[config.mk]
export PLATFORM = sky130hd
export DESIGN_NAME = midpoint_circle_rasterizer_top
export DESIGN_NICKNAME = d
export VERILOG_FILES = /design/src/sv/mcr_pkg.sv /design/src/sv/mcr_queue.sv /design/src/sv/mcr_front.sv /design/src/sv/mcr_back.sv /design/src/sv/midpoint_circle_rasterizer_top.sv
export SDC_FILE = /design/constraint.sdc
export NUM_CORES = 1
export LEC_CHECK = 0
export BUFFER_PORTS_ARGS = -buffer_cell sky130_fd_sc_hd__buf_2
export CAP_MARGIN = 20
export CORE_UTILIZATION = 55
export DETAILED_ROUTE_END_ITERATION = 10
export PLACE_DENSITY_LB_ADDON = 0.1
export SLEW_MARGIN = 20
export SYNTH_ARGS = -nofsm -noshare
export SYNTH_HDL_FRONTEND = slang
export SYNTH_HIERARCHICAL = 1
export SYNTH_SLANG_ARGS = --single-unit
[constraint.sdc]
create_clock -name clk -period 3.9 [get_ports clk]
set_input_delay 0.585 -clock clk [delete_from_list [all_inputs] [get_ports clk]]
set_output_delay 0.585 -clock clk [all_outputs]
set_load 0.01 [all_outputs]
[src/sv/mcr_pkg.sv]
// Shared types and constants for the midpoint circle rasterizer.
// Used by the front end, the back end and the top level; no dependencies.
package mcr_pkg;

  // Input action codes carried on the slave tuser bit.
  localparam logic ACT_START = 1'b0;
  localparam logic ACT_STEP  = 1'b1;

  // Eight mirrored points are emitted per octant step.
  typedef logic [2:0] point_idx_t;
  localparam point_idx_t FIRST_POINT = 3'd0;
  localparam point_idx_t LAST_POINT  = 3'd7;

  // Flags that travel with each job from the front end to the back end.
  typedef struct packed {
    logic idle;   // step arrived with no circle in progress
    logic fin;    // this step completes the circle
  } job_flags_t;

endpackage

[src/sv/mcr_queue.sv]
// Small register queue between the front end and the back end.
// Generic in width and depth; uses mcr_pkg for the job flag struct.
module mcr_queue #(
  parameter int WIDTH = 38,
  parameter int DEPTH = 2
) (
  input  logic                clk,
  input  logic                rst,
  input  logic                in_valid,
  output logic                in_ready,
  input  mcr_pkg::job_flags_t in_flags,
  input  logic [WIDTH-1:0]    in_data,
  output logic                out_valid,
  input  logic                out_ready,
  output mcr_pkg::job_flags_t out_flags,
  output logic [WIDTH-1:0]    out_data
);

  localparam int PTR_W = (DEPTH > 1) ? $clog2(DEPTH) : 1;
  localparam int CNT_W = $clog2(DEPTH + 1);
  localparam logic [PTR_W-1:0] PTR_LAST = PTR_W'(DEPTH - 1);
  localparam logic [CNT_W-1:0] CNT_FULL = CNT_W'(DEPTH);

  mcr_pkg::job_flags_t flags_mem [DEPTH];
  logic [WIDTH-1:0]    data_mem  [DEPTH];
  logic [PTR_W-1:0]    wr_ptr;
  logic [PTR_W-1:0]    rd_ptr;
  logic [CNT_W-1:0]    count;
  logic                push;
  logic                pop;

  assign in_ready  = (count != CNT_FULL);
  assign out_valid = (count != '0);
  assign push      = in_valid && in_ready;
  assign pop       = out_valid && out_ready;
  assign out_flags = flags_mem[rd_ptr];
  assign out_data  = data_mem[rd_ptr];

  // Entry storage; payload needs no reset.
  always_ff @(posedge clk) begin
    if (push) begin
      flags_mem[wr_ptr] <= in_flags;
      data_mem[wr_ptr]  <= in_data;
    end
  end

  // Pointers and fill count.
  always_ff @(posedge clk) begin
    if (rst) begin
      wr_ptr <= '0;
      rd_ptr <= '0;
      count  <= '0;
    end else begin
      if (push) begin
        wr_ptr <= (wr_ptr == PTR_LAST) ? '0 : wr_ptr + 1'b1;
      end
      if (pop) begin
        rd_ptr <= (rd_ptr == PTR_LAST) ? '0 : rd_ptr + 1'b1;
      end
      if (push && !pop) begin
        count <= count + 1'b1;
      end else if (pop && !push) begin
        count <= count - 1'b1;
      end
    end
  end

endmodule

[src/sv/mcr_front.sv]
// Front end: accepts start and step beats and runs the midpoint walk.
// Pushes one job per step into the queue; uses mcr_pkg.
module mcr_front #(
  parameter int RADIUS_BITS = 8,
  parameter int COORD_BITS  = 10,
  parameter int JOB_W       = 2 * COORD_BITS + 2 * RADIUS_BITS + 1
) (
  input  logic                   clk,
  input  logic                   rst,
  input  logic                   in_valid,
  output logic                   in_ready,
  input  logic                   action,
  input  logic [COORD_BITS-1:0]  center_x,
  input  logic [COORD_BITS-1:0]  center_y,
  input  logic [RADIUS_BITS-1:0] radius,
  output logic                   job_valid,
  input  logic                   job_ready,
  output mcr_pkg::job_flags_t    job_flags,
  output logic [JOB_W-1:0]       job_data
);

  localparam int R = RADIUS_BITS;

  logic [COORD_BITS-1:0] centre_col;
  logic [COORD_BITS-1:0] centre_row;
  logic [R-1:0]          offset_major;
  logic [R:0]            offset_minor;
  logic signed [R+2:0]   decision_error;
  logic                  active;

  logic                  accept;
  logic [R:0]            minor_next;
  logic signed [R:0]     major_next;
  logic signed [R+2:0]   diff;
  logic signed [R+2:0]   error_next;
  logic                  fin;

  assign in_ready = job_ready;
  assign accept   = in_valid && in_ready;

  // Midpoint rule for the walk after this step.
  always_comb begin
    minor_next = offset_minor + 1'b1;
    major_next = $signed({1'b0, offset_major});
    diff       = '0;
    if (decision_error[R+2]) begin
      error_next = decision_error + $signed({1'b0, minor_next, 1'b1});
    end else begin
      major_next = $signed({1'b0, offset_major}) - $signed((R+1)'(1));
      diff       = $signed({2'b00, minor_next}) - $signed({{2{major_next[R]}}, major_next})
                   + $signed((R+3)'(1));
      error_next = decision_error + $signed({diff[R+1:0], 1'b0});
    end
    fin = $signed({1'b0, minor_next}) > $signed({major_next[R], major_next});
  end

  // Job handed to the back end: the current offsets before the update.
  assign job_valid      = accept && (action == mcr_pkg::ACT_STEP);
  assign job_flags.idle = !active;
  assign job_flags.fin  = fin;
  assign job_data       = {centre_col, centre_row, offset_major, offset_minor};

  // Walk state.
  always_ff @(posedge clk) begin
    if (rst) begin
      centre_col     <= '0;
      centre_row     <= '0;
      offset_major   <= '0;
      offset_minor   <= '0;
      decision_error <= '0;
      active         <= 1'b0;
    end else if (accept) begin
      if (action == mcr_pkg::ACT_START) begin
        centre_col     <= center_x;
        centre_row     <= center_y;
        offset_major   <= radius;
        offset_minor   <= '0;
        decision_error <= $signed((R+3)'(1)) - $signed({3'b000, radius});
        active         <= 1'b1;
      end else if (active) begin
        offset_minor   <= minor_next;
        offset_major   <= major_next[R-1:0];
        decision_error <= error_next;
        if (fin) begin
          active <= 1'b0;
        end
      end
    end
  end

endmodule

[src/sv/mcr_back.sv]
// Back end: expands each queued job into its eight mirrored points.
// Drives the registered output beat; uses mcr_pkg.
module mcr_back #(
  parameter int RADIUS_BITS = 8,
  parameter int COORD_BITS  = 10,
  parameter int JOB_W       = 2 * COORD_BITS + 2 * RADIUS_BITS + 1,
  parameter int OUT_W       = 24
) (
  input  logic                clk,
  input  logic                rst,
  input  logic                job_valid,
  output logic                job_ready,
  input  mcr_pkg::job_flags_t job_flags,
  input  logic [JOB_W-1:0]    job_data,
  output logic                m_tvalid,
  input  logic                m_tready,
  output logic [OUT_W-1:0]    m_tdata,
  output logic                m_tlast,
  output logic                m_tuser
);

  localparam int R  = RADIUS_BITS;
  localparam int C  = COORD_BITS;
  localparam int WW = (C + 1 > R + 2) ? C + 1 : R + 2;

  logic [C-1:0]        cx;
  logic [C-1:0]        cy;
  logic [R-1:0]        maj;
  logic [R:0]          mnr;
  logic [WW-1:0]       cx_w, cy_w, maj_w, mnr_w;
  logic [WW-1:0]       px, py;
  logic [OUT_W-1:0]    tdata_next;
  logic                load;
  logic                pop;
  mcr_pkg::point_idx_t idx;

  assign {cx, cy, maj, mnr} = job_data;
  assign cx_w  = {{(WW-C){cx[C-1]}}, cx};
  assign cy_w  = {{(WW-C){cy[C-1]}}, cy};
  assign maj_w = {{(WW-R){1'b0}}, maj};
  assign mnr_w = {{(WW-R-1){1'b0}}, mnr};

  assign load      = job_valid && (!m_tvalid || m_tready);
  assign pop       = load && (job_flags.idle || idx == mcr_pkg::LAST_POINT);
  assign job_ready = pop;

  // Select the mirrored point for the current index.
  always_comb begin
    case (idx)
      3'd0:    begin px = cx_w + maj_w; py = cy_w + mnr_w; end
      3'd1:    begin px = cx_w + mnr_w; py = cy_w + maj_w; end
      3'd2:    begin px = cx_w - maj_w; py = cy_w + mnr_w; end
      3'd3:    begin px = cx_w - mnr_w; py = cy_w + maj_w; end
      3'd4:    begin px = cx_w - maj_w; py = cy_w - mnr_w; end
      3'd5:    begin px = cx_w - mnr_w; py = cy_w - maj_w; end
      3'd6:    begin px = cx_w + maj_w; py = cy_w - mnr_w; end
      default: begin px = cx_w + mnr_w; py = cy_w - maj_w; end
    endcase
    if (job_flags.idle) begin
      px = '0;
      py = '0;
    end
    tdata_next = '0;
    tdata_next[2*C+1:0] = {py[C:0], px[C:0]};
  end

  // Point index within the current job.
  always_ff @(posedge clk) begin
    if (rst) begin
      idx <= mcr_pkg::FIRST_POINT;
    end else if (pop) begin
      idx <= mcr_pkg::FIRST_POINT;
    end else if (load) begin
      idx <= idx + 1'b1;
    end
  end

  // Output register.
  always_ff @(posedge clk) begin
    if (rst) begin
      m_tvalid <= 1'b0;
    end else if (load) begin
      m_tvalid <= 1'b1;
    end else if (m_tready) begin
      m_tvalid <= 1'b0;
    end
  end

  always_ff @(posedge clk) begin
    if (load) begin
      m_tdata <= tdata_next;
      m_tlast <= pop;
      m_tuser <= job_flags.fin || job_flags.idle;
    end
  end

  // A job in progress keeps its queue entry until its last point.
  a_job_held: assert property (@(posedge clk) disable iff (rst)
    (idx != mcr_pkg::FIRST_POINT) |-> job_valid)
    else $error("point index advanced without a queued job");

  // An idle step is always a single point.
  a_idle_single: assert property (@(posedge clk) disable iff (rst)
    (load && job_flags.idle) |-> (idx == mcr_pkg::FIRST_POINT))
    else $error("idle step reached inside a point run");

  // Popping a job restarts the index.
  a_pop_restart: assert property (@(posedge clk) disable iff (rst)
    pop |=> (idx == mcr_pkg::FIRST_POINT))
    else $error("point index not restarted after job");

endmodule

[src/sv/midpoint_circle_rasterizer_top.sv]
// Midpoint circle point generator: a start beat loads the centre and radius, and
// each step beat yields the eight mirrored points of one octant step. A start beat
// yields nothing; a step yields eight output beats at one per cycle while tready
// stays high, a rate set by the single output register of the back end. A step with
// no circle in progress yields one beat with zero coordinates, tlast and tuser set.
// A two-entry job queue lets the front end take the next beats while points of
// earlier steps are still going out.
// Top level: instantiates mcr_front, mcr_queue and mcr_back; uses mcr_pkg.
module midpoint_circle_rasterizer_top #(
  parameter int RADIUS_BITS = 8,
  parameter int COORD_BITS  = 10
) (
  input  logic clk,
  input  logic rst,
  input  logic s_tvalid,
  output logic s_tready,
  // tdata, from bit 0: center_x, center_y, radius, zero fill
  input  logic [((2*COORD_BITS+RADIUS_BITS+7)/8)*8-1:0] s_tdata,
  // tuser: action (start or step)
  input  logic s_tuser,
  output logic m_tvalid,
  input  logic m_tready,
  // tdata, from bit 0: point_x, point_y, zero fill
  output logic [((2*COORD_BITS+2+7)/8)*8-1:0] m_tdata,
  // tlast: last_point
  output logic m_tlast,
  // tuser: finished, or step with no circle in progress
  output logic m_tuser
);

  localparam int C     = COORD_BITS;
  localparam int R     = RADIUS_BITS;
  localparam int JOB_W = 2 * C + 2 * R + 1;
  localparam int OUT_W = ((2 * C + 2 + 7) / 8) * 8;

  logic                f_valid, f_ready;
  mcr_pkg::job_flags_t f_flags;
  logic [JOB_W-1:0]    f_data;
  logic                q_valid, q_ready;
  mcr_pkg::job_flags_t q_flags;
  logic [JOB_W-1:0]    q_data;

  mcr_front #(
    .RADIUS_BITS(R),
    .COORD_BITS (C),
    .JOB_W      (JOB_W)
  ) u_front (
    .clk      (clk),
    .rst      (rst),
    .in_valid (s_tvalid),
    .in_ready (s_tready),
    .action   (s_tuser),
    .center_x (s_tdata[C-1:0]),
    .center_y (s_tdata[2*C-1:C]),
    .radius   (s_tdata[2*C+R-1:2*C]),
    .job_valid(f_valid),
    .job_ready(f_ready),
    .job_flags(f_flags),
    .job_data (f_data)
  );

  mcr_queue #(
    .WIDTH(JOB_W),
    .DEPTH(2)
  ) u_queue (
    .clk      (clk),
    .rst      (rst),
    .in_valid (f_valid),
    .in_ready (f_ready),
    .in_flags (f_flags),
    .in_data  (f_data),
    .out_valid(q_valid),
    .out_ready(q_ready),
    .out_flags(q_flags),
    .out_data (q_data)
  );

  mcr_back #(
    .RADIUS_BITS(R),
    .COORD_BITS (C),
    .JOB_W      (JOB_W),
    .OUT_W      (OUT_W)
  ) u_back (
    .clk      (clk),
    .rst      (rst),
    .job_valid(q_valid),
    .job_ready(q_ready),
    .job_flags(q_flags),
    .job_data (q_data),
    .m_tvalid (m_tvalid),
    .m_tready (m_tready),
    .m_tdata  (m_tdata),
    .m_tlast  (m_tlast),
    .m_tuser  (m_tuser)
  );

endmodule
==> impl_metrics.env <==
export IMPL_synth_edf_count=102
export IMPL_cp_arrival_ps=4140
export IMPL_cts_buffers=17
export IMPL_cpLargestDelayFamily="adder cells"
export IMPL_cts_root_buf="clkbuf_16"
export IMPL_portBuffers=58
export IMPL_violations="design-rule violations"
export IMPL_layout_common_cells="edfxtp_1 (102), nor2_1 (99), nand2_1 (89)"
export IMPL_fp_dieW_um=137
export IMPL_post_dp_hpwl_um=17800
export IMPL_cts_hold_buf=0
export IMPL_min_path_type="in2reg"
export IMPL_via_per_inst=5.92
export IMPL_wl_um=24200
export IMPL_ys_ff_latch=160
export IMPL_final_max_slew_viol_count=0
export IMPL_overflow=0
export IMPL_drc=2
export IMPL_worstPathRequired_ps=4240
export IMPL_ir_worst_vdd_uv=632
export IMPL_path_cells="or3_4 > or3_4 > xor2_1 > ha_1 > ha_4 > nand2_1 > o21ai_2 > nor2_1 > xnor2_1 > ha_2 > a21oi_2 > o21ai_2 > a31oi_1 > xnor3_1 > o31ai_2"
export IMPL_syn_area_per_cell_um2=9.87
export IMPL_slew_headroom_pct=35.5
export IMPL_final_common_cell="edfxtp_1"
export IMPL_cts_buffer_depth=2
export IMPL_grt_pass1_vias=7328
export IMPL_fin_worst_skew_ps=11.5
export IMPL_worstMarginPinSlew_ps=967
export IMPL_ctsHtreeMaxLevel=4
export IMPL_setup_violations=0
export IMPL_antenna_cells=0
export IMPL_path_depth=15
export IMPL_ios=65
export IMPL_final_layout_size_suffix_gt1_share_pct=21.1
export IMPL_grt_pass1_wl_um=38200
export IMPL_crit_path_end_kind="register"
export IMPL_synth_area_mm2=0.0100
export IMPL_dieArea_mm2=0.0188
export IMPL_gr_usage_all_layers_pct=27.1
export IMPL_seqCellArea_mm2=0.00423
export IMPL_synth_flop_cell="edfxtp_1"
export IMPL_drtIter0Drc=668
export IMPL_status="finished with violations"
export IMPL_setup_tns_ps=0
export IMPL_maxCapViolCount=0
export IMPL_period_share_pct=97.4
export IMPL_async_flop_share_pct=0
export IMPL_cp_num_buf_inv=0
export IMPL_cts_clk_slew_worst_paths_ps=70
export IMPL_rsz0062_at_grt="true"
export IMPL_wl_per_cell_um=18.1
export IMPL_nFillCells=1483
export IMPL_timing_fmax_mhz=263
export IMPL_antenna_found_initial=0
export IMPL_final_core_util_pct=64.4
export IMPL_critPathSlowestCell="or3_4"
export IMPL_gp_congestion=0.920
export IMPL_numClockSinks=160
export IMPL_grt_max_degree=44
export IMPL_reg2reg_depth=15
export IMPL_hold_violations=0
export IMPL_postRouteAntennaNets=0
export IMPL_coreArea_mm2=0.0179
export IMPL_holdPathStages=3
export IMPL_yosysWarnings=6
export IMPL_seq_area_frac_synth_pct=42.0
export IMPL_nets=1216
export IMPL_critPathMaxFanout=5
export IMPL_slowest_delay_ps=390
export IMPL_syn_to_final_growth_pct=14.8
export IMPL_power_density_mw_per_mm2=708
export IMPL_critical_path_class="reg2reg"
export IMPL_netlist_instances=1018
export IMPL_synth_cell_types=74
export IMPL_die_h_um=137
export IMPL_clock_latency_ps=430
export IMPL_multiInputGateArea_mm2=0.00558
export IMPL_start_util_pct=56.1
export IMPL_cts_tree="yes"
export IMPL_cellLeakagePower_nw=4.68
export IMPL_dr_pass1_iters=8
export IMPL_start_kind="register"
export IMPL_fin_crit_ps=3800
export IMPL_rows=49
export IMPL_num_vias=7932
==> per-stage QoR <==
stage / cells / hold slack, ps / setup slack (ps) / total power [mW] / instance area (um^2)
6_report: 1339 / 382 / 103 / 8.16 / 11500
5_1_grt: 1339 / 378 / -41.8 / 8.75 / 11500
4_1_cts: 1335 / 365 / 5.27 / 8.02 / 11400
3_5_place_dp: 1303 / 438 / -14.9 / 6.33 / 10800
3_3_place_gp: 1303 / 431 / 17.0 / 6.26 / 10800
2_1_floorplan: 1019 / 424 / 172 / 5.31 / 10100
==> report_power, final <==
group          leakage (nW)  internal (mW)  switching (mW)
sequential             1.45           2.23           0.135
clock                 0.285          0.916           0.743
combinational          2.94           1.76            2.38
total                  4.68           4.91            3.25
==> kinds of logic (layout without fill, tap and decap cells) <==
logic type	after synthesis	count (layout)	share of synthesized area (%)
buf+inv	91	182	3.84
fa+ha+maj	82	82	10.6
compound gates	268	268	17.9
xor+xnor	63	63	5.63
other cells	1	2	0.0373
mux	50	50	5.52
flops	160	160	42.0
simple gates	303	303	14.5
==> tightest hold or removal path: stages <==
cell and delay [ps]:
buf_2 90, nand2_1 40, a21oi_1 50
==> flip-flops by register name, summed over array words and instances, names as in the netlist, named ones only <==
name	count
u_queue/count	2
u_back/idx	3
u_front/offset_minor	9
u_front/centre_col	10
u_back/m_tlast	1
u_back/m_tvalid	1
u_front/decision_error	11
u_front/offset_major	8
u_queue/flags_mem	4
u_queue/wr_ptr	1
u_front/active	1
u_front/centre_row	10
u_queue/rd_ptr	1
u_back/m_tdata	22
u_queue/data_mem	74
u_back/m_tuser	1
==> synthesized netlist by cell type (4+ instances only) <==
cell type / n / area share [%]
and2_1: 4 / 0.25
nor3_1: 22 / 1.1
o21bai_1: 4 / 0.30
nand3b_1: 5 / 0.37
ha_1: 77 / 9.6
o21ai_0: 46 / 2.3
fa_1: 5 / 1.0
or2_2: 5 / 0.31
or3_1: 6 / 0.37
mux2_2: 42 / 4.7
edfxtp_1: 102 / 30
nand2b_1: 10 / 0.62
a22oi_1: 7 / 0.52
dfxtp_1: 58 / 12
nand2_1: 90 / 3.4
a31oi_1: 8 / 0.50
o21a_1: 6 / 0.45
buf_4: 5 / 0.37
a221oi_1: 4 / 0.35
or3_4: 4 / 0.45
buf_2: 8 / 0.40
a21o_1: 18 / 1.3
a222oi_1: 4 / 0.40
nand4_1: 6 / 0.37
o31ai_1: 4 / 0.30
clkbuf_1: 34 / 1.3
and3_1: 9 / 0.56
o32ai_1: 4 / 0.35
nor2b_1: 8 / 0.50
o221ai_1: 5 / 0.44
o41ai_1: 7 / 0.61
nor2_1: 99 / 3.7
o211ai_1: 7 / 0.52
a21oi_1: 77 / 3.8
a211oi_1: 25 / 1.9
xnor2_1: 34 / 3.0
nand3_1: 18 / 0.90
xor2_1: 28 / 2.4
inv_1: 40 / 1.5
a211o_1: 4 / 0.35
o22ai_1: 12 / 0.75
mux2i_1: 7 / 0.70
==> per-layer routing <==
metal / vias up / GRT usage (%) / part of all wire, % / wire, um
met5: - / 0 / 0 / 0
met4: 0 / 8.36 / 1.8 / 434
met3: 31 / 4.67 / 4.8 / 1150
met2: 227 / 42.3 / 46 / 11100
met1: 3759 / 38.3 / 47 / 11400
li1: 3915 / - / - / -
==> worst paths after layout <==
path,slack (ps),to,startpoint
worst min register to register,450,u_queue/data_mem[1][33]$_DFFE_PP_,u_front/centre_col[6]$_SDFFE_PP0P_
worst max-delay path,100,u_front/decision_error[10]$_SDFFE_PP0P_,u_front/offset_major[0]$_SDFFE_PP0P_
worst max register to register,100,u_front/decision_error[10]$_SDFFE_PP0P_,u_front/offset_major[0]$_SDFFE_PP0P_
worst min-delay path,380,u_front/centre_col[5]$_SDFFE_PP0P_,s_tdata[5]
==> final cells by class <==
cell class                      instances  area share [%]
Multi-Input combinational cell        768            48.4
Timing Repair Buffer                  110            6.01
Inverter                               40            1.32
Clock buffer                           21            4.18
Sequential cell                       160            36.7
Clock inverter                         11           0.944
Tap cell                              229            2.48
==> timing repair <==
item,CTS,global route
setup buffers,0,4
setup endpoints to repair,2,12
endpoints found under the hold margin,0,0
resized for setup,4,35
pin swaps,1,19
No activity file was read; power rests on OpenSTA's default activity.
